==> config.mk <==
export PLATFORM = sky130hd
export DESIGN_NAME = queue_from_two_stacks_unit
export DESIGN_NICKNAME = d
export VERILOG_FILES = /design/src/rtl/qfts_pkg.sv /design/src/rtl/queue_from_two_stacks_unit.sv /design/src/rtl/qfts_seq.sv
export SDC_FILE = /design/constraint.sdc
export NUM_CORES = 1
export LEC_CHECK = 0
export ABC_AREA = 1
export CORE_ASPECT_RATIO = 0.6
export CORE_MARGIN = 1
export CORE_UTILIZATION = 57
export CTS_BUF_LIST = sky130_fd_sc_hd__clkbuf_16
export CTS_CLUSTER_SIZE = 8
export DETAILED_ROUTE_END_ITERATION = 10
export DONT_BUFFER_PORTS = 1
export PLACE_DENSITY = 0.84
export SLEW_MARGIN = 5
export SYNTH_ARGS = -nofsm -noshare
export SYNTH_HDL_FRONTEND = slang
export SYNTH_SLANG_ARGS = --single-unit
==> constraint.sdc <==
create_clock -name clk_i -period 4.26 [get_ports clk_i]
set_input_delay 0.852 -clock clk_i [delete_from_list [all_inputs] [get_ports clk_i]]
set_output_delay 0.852 -clock clk_i [all_outputs]
set_load 0.02 [all_outputs]
==> src/rtl/qfts_pkg.sv <==
// Shared types, constants and the control-store contents of the two-stack queue.
// No dependencies; used by qfts_seq and queue_from_two_stacks_unit.
package qfts_pkg;

  localparam int unsigned DEPTH  = 8;
  localparam int unsigned WORD_W = 32;
  localparam int unsigned CNT_W  = $clog2(DEPTH + 1);
  localparam int unsigned ADDR_W = (DEPTH > 1) ? $clog2(DEPTH) : 1;
  localparam int unsigned UPC_W  = 3;

  typedef logic [UPC_W-1:0] upc_t;
  typedef logic [CNT_W-1:0] cnt_t;

  typedef enum logic [1:0] {
    ST_OK        = 2'd0,
    ST_OVERFLOW  = 2'd1,
    ST_UNDERFLOW = 2'd2
  } status_e;

  typedef enum logic [2:0] {
    C_IDLE,
    C_ALWAYS,
    C_IN_FULL,
    C_OUT_NZ,
    C_IN_Z,
    C_IN_NZ
  } cond_e;

  typedef enum logic [3:0] {
    A_NONE,
    A_ACCEPT,
    A_PUSH,
    A_OVF,
    A_UNF,
    A_MV_RD,
    A_MV_WR,
    A_POP_RD,
    A_POP_OUT
  } act_e;

  localparam upc_t U_IDLE    = 3'd0;
  localparam upc_t U_PUSH    = 3'd1;
  localparam upc_t U_POP     = 3'd2;
  localparam upc_t U_CHK     = 3'd3;
  localparam upc_t U_MV_WR   = 3'd4;
  localparam upc_t U_MV_NEXT = 3'd5;
  localparam upc_t U_POP_OUT = 3'd6;

  typedef struct packed {
    cond_e cond;
    upc_t  tgt_t;
    act_e  act_t;
    upc_t  tgt_f;
    act_e  act_f;
  } uword_t;

  typedef struct packed {
    logic start;
    logic op_pop;
    logic in_full;
    logic in_zero;
    logic out_zero;
  } qfts_flags_t;

  typedef struct packed {
    act_e act;
    logic busy;
  } qfts_ctrl_t;

  function automatic uword_t ucode_rom(upc_t addr);
    uword_t w;
    unique case (addr)
      U_IDLE:    w = '{C_IDLE,    U_POP,     A_ACCEPT, U_PUSH,    A_ACCEPT};
      U_PUSH:    w = '{C_IN_FULL, U_IDLE,    A_OVF,    U_IDLE,    A_PUSH};
      U_POP:     w = '{C_OUT_NZ,  U_POP_OUT, A_POP_RD, U_CHK,     A_NONE};
      U_CHK:     w = '{C_IN_Z,    U_IDLE,    A_UNF,    U_MV_WR,   A_MV_RD};
      U_MV_WR:   w = '{C_ALWAYS,  U_MV_NEXT, A_MV_WR,  U_MV_NEXT, A_MV_WR};
      U_MV_NEXT: w = '{C_IN_NZ,   U_MV_WR,   A_MV_RD,  U_POP_OUT, A_POP_RD};
      U_POP_OUT: w = '{C_ALWAYS,  U_IDLE,    A_POP_OUT, U_IDLE,   A_POP_OUT};
      default:   w = '{C_ALWAYS,  U_IDLE,    A_NONE,   U_IDLE,    A_NONE};
    endcase
    return w;
  endfunction

endpackage

==> src/rtl/queue_from_two_stacks_unit.sv <==
// Top level: FIFO built from two stacks, microcoded control over a small datapath.
// Depends on qfts_pkg and qfts_seq.
//
//  channel | signals                         | handshake
//  --------+---------------------------------+---------------------------
//  input   | op_i, value_i                   | start high while busy low
//  result  | result_value_o, status_o        | done_o, one cycle, no stall
//
// A push is accepted and then written; a pop with a non-empty output stack is
// accepted, read and returned; a pop that refills first moves every input item,
// one stack-memory access per step of the sequencer. Underflow is flagged once both stacks are found empty.
// Reset clears the step counter, both stack counts and done_o; stack
// contents are undefined until written. The receiver cannot stall.
module queue_from_two_stacks_unit (
  input  logic                              clk_i,
  input  logic                              rst_ni,
  input  logic                              start,
  output logic                              busy,
  input  logic                              op_i,
  input  logic signed [qfts_pkg::WORD_W-1:0] value_i,
  output logic                              done_o,
  output logic signed [qfts_pkg::WORD_W-1:0] result_value_o,
  output logic [1:0]                        status_o
);
  import qfts_pkg::*;

  logic [WORD_W-1:0] in_stack  [DEPTH];
  logic [WORD_W-1:0] out_stack [DEPTH];

  cnt_t              in_cnt_q, in_cnt_d;
  cnt_t              out_cnt_q, out_cnt_d;
  cnt_t              in_cnt_dec, out_cnt_dec;
  logic [WORD_W-1:0] value_q;
  logic [WORD_W-1:0] rdata_q;
  logic              done_q, done_d;
  logic [WORD_W-1:0] result_q, result_d;
  status_e           status_q, status_d;
  qfts_flags_t       flags;
  qfts_ctrl_t        ctrl;

  assign in_cnt_dec  = in_cnt_q - CNT_W'(1);
  assign out_cnt_dec = out_cnt_q - CNT_W'(1);

  assign flags.start    = start;
  assign flags.op_pop   = op_i;
  assign flags.in_full  = (in_cnt_q == CNT_W'(DEPTH));
  assign flags.in_zero  = (in_cnt_q == '0);
  assign flags.out_zero = (out_cnt_q == '0);

  qfts_seq u_seq (
    .clk_i   (clk_i),
    .rst_ni  (rst_ni),
    .flags_i (flags),
    .ctrl_o  (ctrl)
  );

  assign busy = ctrl.busy;

  always_comb begin
    in_cnt_d  = in_cnt_q;
    out_cnt_d = out_cnt_q;
    done_d    = 1'b0;
    result_d  = result_q;
    status_d  = status_q;
    unique case (ctrl.act)
      A_PUSH: begin
        in_cnt_d = in_cnt_q + CNT_W'(1);
        done_d   = 1'b1;
        result_d = '0;
        status_d = ST_OK;
      end
      A_OVF: begin
        done_d   = 1'b1;
        result_d = '0;
        status_d = ST_OVERFLOW;
      end
      A_UNF: begin
        done_d   = 1'b1;
        result_d = '1;
        status_d = ST_UNDERFLOW;
      end
      A_MV_RD:   in_cnt_d  = in_cnt_dec;
      A_MV_WR:   out_cnt_d = out_cnt_q + CNT_W'(1);
      A_POP_RD:  out_cnt_d = out_cnt_dec;
      A_POP_OUT: begin
        done_d   = 1'b1;
        result_d = rdata_q;
        status_d = ST_OK;
      end
      default: ;
    endcase
  end

  always_ff @(posedge clk_i or negedge rst_ni) begin
    if (!rst_ni) begin
      in_cnt_q  <= '0;
      out_cnt_q <= '0;
      done_q    <= 1'b0;
    end else begin
      in_cnt_q  <= in_cnt_d;
      out_cnt_q <= out_cnt_d;
      done_q    <= done_d;
    end
  end

  always_ff @(posedge clk_i) begin
    result_q <= result_d;
    status_q <= status_d;
    if (ctrl.act == A_ACCEPT) begin
      value_q <= value_i;
    end
  end

  // stack memories, one access per step
  always_ff @(posedge clk_i) begin
    if (ctrl.act == A_PUSH) begin
      in_stack[in_cnt_q[ADDR_W-1:0]] <= value_q;
    end
    if (ctrl.act == A_MV_RD) begin
      rdata_q <= in_stack[in_cnt_dec[ADDR_W-1:0]];
    end else if (ctrl.act == A_POP_RD) begin
      rdata_q <= out_stack[out_cnt_dec[ADDR_W-1:0]];
    end
    if (ctrl.act == A_MV_WR) begin
      out_stack[out_cnt_q[ADDR_W-1:0]] <= rdata_q;
    end
  end

  assign done_o         = done_q;
  assign result_value_o = result_q;
  assign status_o       = status_q;

  a_in_cnt_range: assert property (@(posedge clk_i) disable iff (!rst_ni)
    in_cnt_q <= CNT_W'(DEPTH))
    else $error("input count out of range");
  a_out_cnt_range: assert property (@(posedge clk_i) disable iff (!rst_ni)
    out_cnt_q <= CNT_W'(DEPTH))
    else $error("output count out of range");
  a_done_when_idle: assert property (@(posedge clk_i) disable iff (!rst_ni)
    done_o |-> !busy)
    else $error("item result while sequencer busy");
  a_underflow_empty: assert property (@(posedge clk_i) disable iff (!rst_ni)
    (done_o && status_o == ST_UNDERFLOW) |-> (in_cnt_q == '0 && out_cnt_q == '0))
    else $error("underflow with stored items");
  a_refill_only_empty: assert property (@(posedge clk_i) disable iff (!rst_ni)
    (ctrl.act == A_MV_RD && $past(ctrl.act) != A_MV_WR) |-> (out_cnt_q == '0))
    else $error("refill started with non-empty output stack");

endmodule

==> src/rtl/qfts_seq.sv <==
// Microcode sequencer: step counter, control-store lookup and branch evaluation.
// Depends on qfts_pkg.
module qfts_seq (
  input  logic                 clk_i,
  input  logic                 rst_ni,
  input  qfts_pkg::qfts_flags_t flags_i,
  output qfts_pkg::qfts_ctrl_t  ctrl_o
);
  import qfts_pkg::*;

  upc_t   upc_q, upc_d;
  uword_t uw;
  logic   taken;

  always_ff @(posedge clk_i or negedge rst_ni) begin
    if (!rst_ni) begin
      upc_q <= U_IDLE;
    end else begin
      upc_q <= upc_d;
    end
  end

  always_comb begin
    uw = ucode_rom(upc_q);
    unique case (uw.cond)
      C_IDLE:    taken = flags_i.op_pop;
      C_ALWAYS:  taken = 1'b1;
      C_IN_FULL: taken = flags_i.in_full;
      C_OUT_NZ:  taken = !flags_i.out_zero;
      C_IN_Z:    taken = flags_i.in_zero;
      C_IN_NZ:   taken = !flags_i.in_zero;
      default:   taken = 1'b1;
    endcase
    upc_d       = taken ? uw.tgt_t : uw.tgt_f;
    ctrl_o.act  = taken ? uw.act_t : uw.act_f;
    ctrl_o.busy = (upc_q != U_IDLE);
    if (uw.cond == C_IDLE && !flags_i.start) begin
      upc_d      = upc_q;
      ctrl_o.act = A_NONE;
    end
  end

  a_idle_only_accepts: assert property (@(posedge clk_i) disable iff (!rst_ni)
    (ctrl_o.act == A_ACCEPT) |-> (upc_q == U_IDLE))
    else $error("accept outside idle step");
  a_accept_leaves_idle: assert property (@(posedge clk_i) disable iff (!rst_ni)
    (ctrl_o.act == A_ACCEPT) |=> (upc_q == U_PUSH || upc_q == U_POP))
    else $error("bad dispatch after accept");
  a_move_pairs: assert property (@(posedge clk_i) disable iff (!rst_ni)
    (ctrl_o.act == A_MV_RD) |=> (ctrl_o.act == A_MV_WR))
    else $error("move read not followed by write");

endmodule
# Yosys cells after proc, flatten, opt, wreduce, memory -nomap -nowiden
# Memory sizes are Yosys's and may differ from the RTL's.
# Index checks and enable logic that the tools add are counted.
# totals
inputBits	36
output_inout_bits	36
reg_bits	110
word_cells	66
ramBits	512
mem_count	2
# mem_list
name	depth	width	read_ports	rd_ports_with_merged_regs	wr	line	text
in_stack	8	32	1	0	1	queue_from_two_stacks_unit.sv:27	logic [WORD_W-1:0] in_stack [DEPTH];
out_stack	8	32	1	0	1	queue_from_two_stacks_unit.sv:28	logic [WORD_W-1:0] out_stack [DEPTH];
# classes
n_reduce_logical	17
n_mux	16
n_eq_ne	19
addsub	4
# ops
operator	count
$pmux W17 S7	1
$pmux W32 S3	1
$mux W32	2
$eq A4 B3 Y1 const B	4
$pmux W4 S2	2
$eq A3 B3 Y1 const B	5
$eq A3 B2 Y1 const B	4
$reduce_bool A3 Y1	3
$add A4 B1 Y4 const B	2
$eq A4 B2 Y1 const B	2
$eq A4 B4 Y1 const B	2
$logic_not A4 Y1	2
$mux W4	2
$sub A4 B1 Y4 const B	2
$logic_not A3 Y1	2
$pmux W2 S3	1
$reduce_bool A2 Y1	3
$mux W1	5
$pmux W1 S5	1
$eq A4 B1 Y1 const B	1
$reduce_or A2 Y1	2
$reduce_or A4 Y1	1
$eq A3 B1 Y1 const B	1
$logic_not A1 Y1	3
other kinds (2)	2

# Logic depth before layout (Yosys ltp)
# depth
ltp_word	9
depth_mapped	16
ltp_nobuf	13

# By module
# Synthesis repeated with hierarchy kept, for this count alone.
# unflattened
cells_unflattened	2552
area_unflattened_um2	26728.1
# by_module_without_submodules
module	n_inst	area_per_inst_um2	cells_each	seq_area_each_um2
queue_from_two_stacks_unit	1	26324.0	2486	18542.8
qfts_seq	1	404.1	66	75.1

# Worst setup path before layout
# Ideal clock, no wire load.
# synth_timing
path_type	register -> register
from	reg out_cnt_q[0]
to	mem in_stack[6][0] (enable)
setup_ps	461
n_path_buf	3
synth_period_minus_slack_ps	4688
arrival_ps	4227
setup_slack_ps	-428
stages_incl_launch_ff	14
t_required_ps	3799
path_cell_list	dfrtp_1 > clkbuf_1 > clkinv_1 > buf_2 > buf_1 > ha_1 > nand3_1 > nand2_1 > nand3_1 > nor2_4 > nand4_4 > inv_2 > nand2_1 > nor3_1
# synth_between
elab_chain_cells	8
# synth_rtl
element	line	text
start, declared	queue_from_two_stacks_unit.sv:31	cnt_t out_cnt_q, out_cnt_d;
start signal, assigned	queue_from_two_stacks_unit.sv:101	out_cnt_q <= out_cnt_d;
$logic_not A4 Y1	queue_from_two_stacks_unit.sv:48	assign flags.out_zero = (out_cnt_q == '0);
$logic_not A1 Y1	qfts_seq.sv:29	C_OUT_NZ: taken = !flags_i.out_zero;
$pmux W1 S5	qfts_seq.sv:25	unique case (uw.cond)
$mux W4	qfts_seq.sv:35	ctrl_o.act = taken ? uw.act_t : uw.act_f;
$mux W4	qfts_seq.sv:37	if (uw.cond == C_IDLE && !flags_i.start) begin
$eq A4 B2 Y1	queue_from_two_stacks_unit.sv:116	if (ctrl.act == A_PUSH) begin
$mux W1	queue_from_two_stacks_unit.sv:116	
$mux W1 (not written as such)	queue_from_two_stacks_unit.sv:117	in_stack[in_cnt_q[ADDR_W-1:0]] <= value_q;
end, declared	queue_from_two_stacks_unit.sv:27	
# No other way between the ends.

# Worst setup path in the final report
# layout_timing
from	reg in_cnt_q[0]
to	reg rdata_q[30], data pin
# layout_between
elab_chain_cells	7
elab_cells_between_ends	10
classes_between	add/sub (1); eq/ne (2); mux (4); reduce/logical (2); memory (1)
# layout_rtl
element	line	text
start, declared	queue_from_two_stacks_unit.sv:30	cnt_t in_cnt_q, in_cnt_d;
start signal, assigned	queue_from_two_stacks_unit.sv:100	in_cnt_q <= in_cnt_d;
$logic_not A4 Y1	queue_from_two_stacks_unit.sv:47	assign flags.in_zero = (in_cnt_q == '0);
$logic_not A1 Y1	qfts_seq.sv:31	C_IN_NZ: taken = !flags_i.in_zero;
$pmux W1 S5	qfts_seq.sv:25	
$mux W4	qfts_seq.sv:35	
$mux W4	qfts_seq.sv:37	
$eq A4 B3 Y1	queue_from_two_stacks_unit.sv:119	if (ctrl.act == A_MV_RD) begin
$mux W32 (*)	queue_from_two_stacks_unit.sv:119	
end signal, assigned	queue_from_two_stacks_unit.sv:120	rdata_q <= in_stack[in_cnt_dec[ADDR_W-1:0]];
end signal, assigned	queue_from_two_stacks_unit.sv:122	rdata_q <= out_stack[out_cnt_dec[ADDR_W-1:0]];
end, declared	queue_from_two_stacks_unit.sv:34	logic [WORD_W-1:0] rdata_q;
# Every way passes the cells marked *; elsewhere a longest branch is shown, timed or not.
# A chain may end at the register's enable or synchronous reset.

==> out/results.txt <==
The flow ran to the end, and the final reports show no timing, DRC or antenna violations. The synthesized design contains 622 register bits. The logs give 0 for the remaining design rule violation count and 0 for the post-detailed-route count of antenna-violating nets. For the maximum clock skew at final layout, the log shows 0.01839 ns.

Measured against its own limit, the worst slew margin works out to 23.44%. Entering global routing, the biggest net connects 93 pins. The die covers 43,410 sq um.

0 antenna diodes ended up in the layout. Net switching is 38.76% of the power. The share of the clock period used by the worst path works out to 79.96%. Counting the fill cells in the layout gives 2,858. Per report_power, the combinational group accounts for 34.3% of the total. The setup path with the least slack is of type reg -> reg. The run gives 58 as the cell row count. Max-cap violations in this run came to 0. For this run, the top clock speed supported by timing is 0.2936 GHz. In this run the worst path has a maximum fanout of 43. Counting flops with an async set or reset pin after synthesis yields a share of 1.929%.

The most instantiated flip-flop cell in the synthesis netlist is sky130_fd_sc_hd__edfxtp_1. In this run, synthesis inferred 610 flip-flops with an integrated enable. The number of global-route vias before repair came out at 15,035.

For this run, the total global-route usage over all layers was measured as 26.93%. The area added between synthesis and finish works out to 12.65%. Setup repair after global routing left no endpoint under its margin.

Power spread over the standard cell area amounts to 862.4 nW/um^2. The worst IR drop on VDD is 0.5581 mV, and the flip-flop and latch area is 18,630 sq um. From bottom edge to top edge, the die measures 161.8 um. The tools report the number of nets in the layout as 1,790.

Endpoint kind of the worst setup timing path: a register. The pre-antenna-repair detailed-routing pass consisted of 6 iterations. The clock passes through at most 3 buffers. Yosys printed 0 warnings. The transition at the pin with the smallest max-transition slack is 1.146 ns, and the number of I/O port buffers is 0.

The clock slew seen by the registers of the worst setup and hold paths works out to 0.05 ns. The run gives 5137 sq um as the multi-input combinational cell area. The H-tree was split into 3 levels. After synthesis, the mean cell area works out to 13.95 sq um. The logs give 9135 uW for the reported net switching power and 41,950 sq um for the area of the placeable core. The netlist area before placement was 24,260 sq um. The fraction of final layout cells sized beyond drive strength 1 was 12.21%. TritonCTS built the clock tree. The routed length per placed instance works out to 24.32 um. The width of the die works out to 268.3 um. The internal power of the cells totals 14,430 uW. The initial utilization of the core area, before any placement, comes to 57.83%. Setup violations remaining at the end of the flow were counted as 0. For the clock latency of the later-clocked register in the worst-skew pair, the log shows 0.61 ns.

Summed over all cells, the static leakage comes to 0.009475 uW. The tools report the buffer cell driving the clock tree root as sky130_fd_sc_hd__clkbuf_16. Setup slack on the critical path of the routed design comes to 0.8538 ns.

For the worst setup path, the data required time is 4.61 ns. The logs give 0 for the total grt overflow and 1,780 for the post-synthesis net count. The clock network burns 25.9% of the power. The worst min-delay path class is in -> reg. The number of antenna violations at the first check in global routing is 0, and the first-iteration detailed-routing DRC count is 2,319. The logs give 72 for the number of top-level pins and 15,209 for the routed via count.

The number of clock buffers added by TritonCTS is 87. The number of pins exceeding their max-slew limit in the final report is 0. For the aggregate negative setup slack, the log shows 0 ns. Summed over all layers, the routed wires come to 57,290 um. The worst setup path is launched from a register.

The post-synthesis cell count is 1,739. The placed wire-length estimate was 32,200 um. The final critical-path required period is 3.406 ns. The clock sink count was 622; the number of distinct library cell variants in the gate-level netlist after synthesis was 35. Once the clock tree was built, the setup fixing pass inserted 0 buffers. For this run, the register share of the synthesized area comes to 76.75%.

The tools report the pre-CTS setup slack as 0.9572 ns. Per report_power, the sequential group accounts for 39.9% of the total. Routability-driven placement finished with a final weighted congestion of 0.8788. In the routed layout, each cell is associated on average with a via count of 6.455. STA puts the critical path data arrival time at 3.75 ns. The tools report the first-pass GRT wire length as 87,470 um. The final-report hold violation count was 0.
per-layer routing:
| metal | GRT usage, % | part of all wire [%] | vias up |
|---|---|---|---|
| li1 | - | - | 6535 |
| met1 | 37.70 | 39 | 7453 |
| met2 | 42.12 | 47 | 1066 |
| met3 | 5.609 | 11 | 155 |
| met4 | 10.03 | 3.1 | 0 |
| met5 | 0 | 0 | - |
flip-flops by register name, summed over array words and instances (netlist names):
name            count
done_o              1
in_cnt_q            4
in_stack          256
out_cnt_q           4
out_stack         256
rdata_q            32
result_value_o     32
status_o            2
u_seq.upc_q         3
value_q            32
through the flow:
stage               utilization (%)  total power [uW]  hold WS (ns)  std cells  area, sq um
floorplan                         -             14650        0.4685       1739        24260
global placement              59.38             16910        0.4877       2229        24910
detailed placement            59.38             17300        0.5124       2229        24910
CTS                           65.15             23450        0.3048       2356        27330
global route                  65.15             24590        0.3162       2356        27330
finish                        65.15             23570        0.3278       2356        27330
cell usage after synthesis, types with 4 or more instances:
library cell,instances,area share [%]
sky130_fd_sc_hd__a21oi_1,258,5.3
sky130_fd_sc_hd__a221oi_1,128,4.6
sky130_fd_sc_hd__buf_1,7,0.11
sky130_fd_sc_hd__buf_2,16,0.33
sky130_fd_sc_hd__buf_6,6,0.28
sky130_fd_sc_hd__clkbuf_1,87,1.3
sky130_fd_sc_hd__dfrtp_1,12,1.2
sky130_fd_sc_hd__edfxtp_1,610,76
sky130_fd_sc_hd__ha_1,5,0.26
sky130_fd_sc_hd__inv_1,26,0.40
sky130_fd_sc_hd__inv_2,10,0.15
sky130_fd_sc_hd__nand2_1,392,6.1
sky130_fd_sc_hd__nand2_2,4,0.10
sky130_fd_sc_hd__nand3_1,47,0.97
sky130_fd_sc_hd__nor2_1,27,0.42
sky130_fd_sc_hd__nor2_2,4,0.10
sky130_fd_sc_hd__nor3_1,5,0.10
sky130_fd_sc_hd__o21ai_0,5,0.10
sky130_fd_sc_hd__o21ai_1,34,0.70
sky130_fd_sc_hd__or2_2,33,0.85
timing repair:
item                      4_1_cts  5_1_grt
hold buffers                    1        0
gates resized for setup         0        0
hold endpoints to repair       12        0
placed cells by master (no fill, tap or decap), types with 3 or more instances in the layout:
cell / instances
sky130_fd_sc_hd__edfxtp_1: 610
sky130_fd_sc_hd__nand2_2: 5
sky130_fd_sc_hd__ha_1: 3
sky130_fd_sc_hd__nand4_1: 3
sky130_fd_sc_hd__or2_2: 33
sky130_fd_sc_hd__buf_4: 36
sky130_fd_sc_hd__nor2_2: 5
sky130_fd_sc_hd__a21oi_1: 258
sky130_fd_sc_hd__a221oi_1: 128
sky130_fd_sc_hd__o21ai_1: 34
sky130_fd_sc_hd__dfrtp_1: 10
sky130_fd_sc_hd__clkinv_8: 3
sky130_fd_sc_hd__inv_2: 11
sky130_fd_sc_hd__xor2_1: 3
sky130_fd_sc_hd__o21ai_0: 5
sky130_fd_sc_hd__nand3_1: 47
sky130_fd_sc_hd__inv_1: 54
sky130_fd_sc_hd__nor2_1: 14
sky130_fd_sc_hd__nor2_4: 14
sky130_fd_sc_hd__nor3_2: 3
sky130_fd_sc_hd__nand2_1: 391
sky130_fd_sc_hd__clkbuf_16: 88
cells by family (layout without fill, tap and decap cells):
kind of cell,count (synthesis),in the layout,share of synthesized area [%]
compound gates,429,429,10.88
buf+inv,154,201,2.667
simple gates,523,523,9.197
xor+xnor,6,6,0.2476
flops,622,622,76.75
fa+ha+maj,5,5,0.2579
area by class of cell:
type / instances / area share (%)
clock buffers: 88 / 8.059
repair buffers: 38 / 1.099
flip-flops and latches: 622 / 68.16
inverters: 37 / 0.5174
clock inverters: 38 / 0.7555
multi-input cells: 963 / 18.80
well taps: 570 / 2.610
final timing paths:
kind                              start  slack, ns  depth (start not counted)           end
setup / recovery            in_cnt_q[0]       0.85                         10   rdata_q[30]
hold / removal              value_i[20]       0.33                          0   value_q[20]
setup reg to reg            in_cnt_q[0]       0.85                         10   rdata_q[30]
hold reg to reg            out_cnt_q[3]       0.54                          2  out_cnt_q[3]
max in group asynchronous        rst_ni       2.98                          1  out_cnt_q[0]
min in group asynchronous        rst_ni       0.75                          1  out_cnt_q[3]
critical path, cell delays in order, from the launching register on:
cell	delay, ns
sky130_fd_sc_hd__dfrtp_4	0.70
sky130_fd_sc_hd__clkinv_2	0.13
sky130_fd_sc_hd__buf_4	0.30
sky130_fd_sc_hd__ha_1	0.33
sky130_fd_sc_hd__xnor2_4	0.15
sky130_fd_sc_hd__inv_1	0.50
sky130_fd_sc_hd__buf_4	0.42
sky130_fd_sc_hd__a221oi_1	0.11
sky130_fd_sc_hd__or2_2	0.29
sky130_fd_sc_hd__nand3_1	0.10
sky130_fd_sc_hd__nand2_1	0.07
power by group through the flow:
| stage | combinational, uW | sequential, uW | clock, uW |
|---|---|---|---|
| floorplan | 5640 | 9020 | 0 |
| global placement | 7500 | 9410 | 0 |
| detailed placement | 7830 | 9470 | 0 |
| CTS | 7940 | 9370 | 6140 |
| global route | 8730 | 9480 | 6380 |
| finish | 8080 | 9400 | 6090 |
No activity file was read; power rests on OpenSTA's default activity.
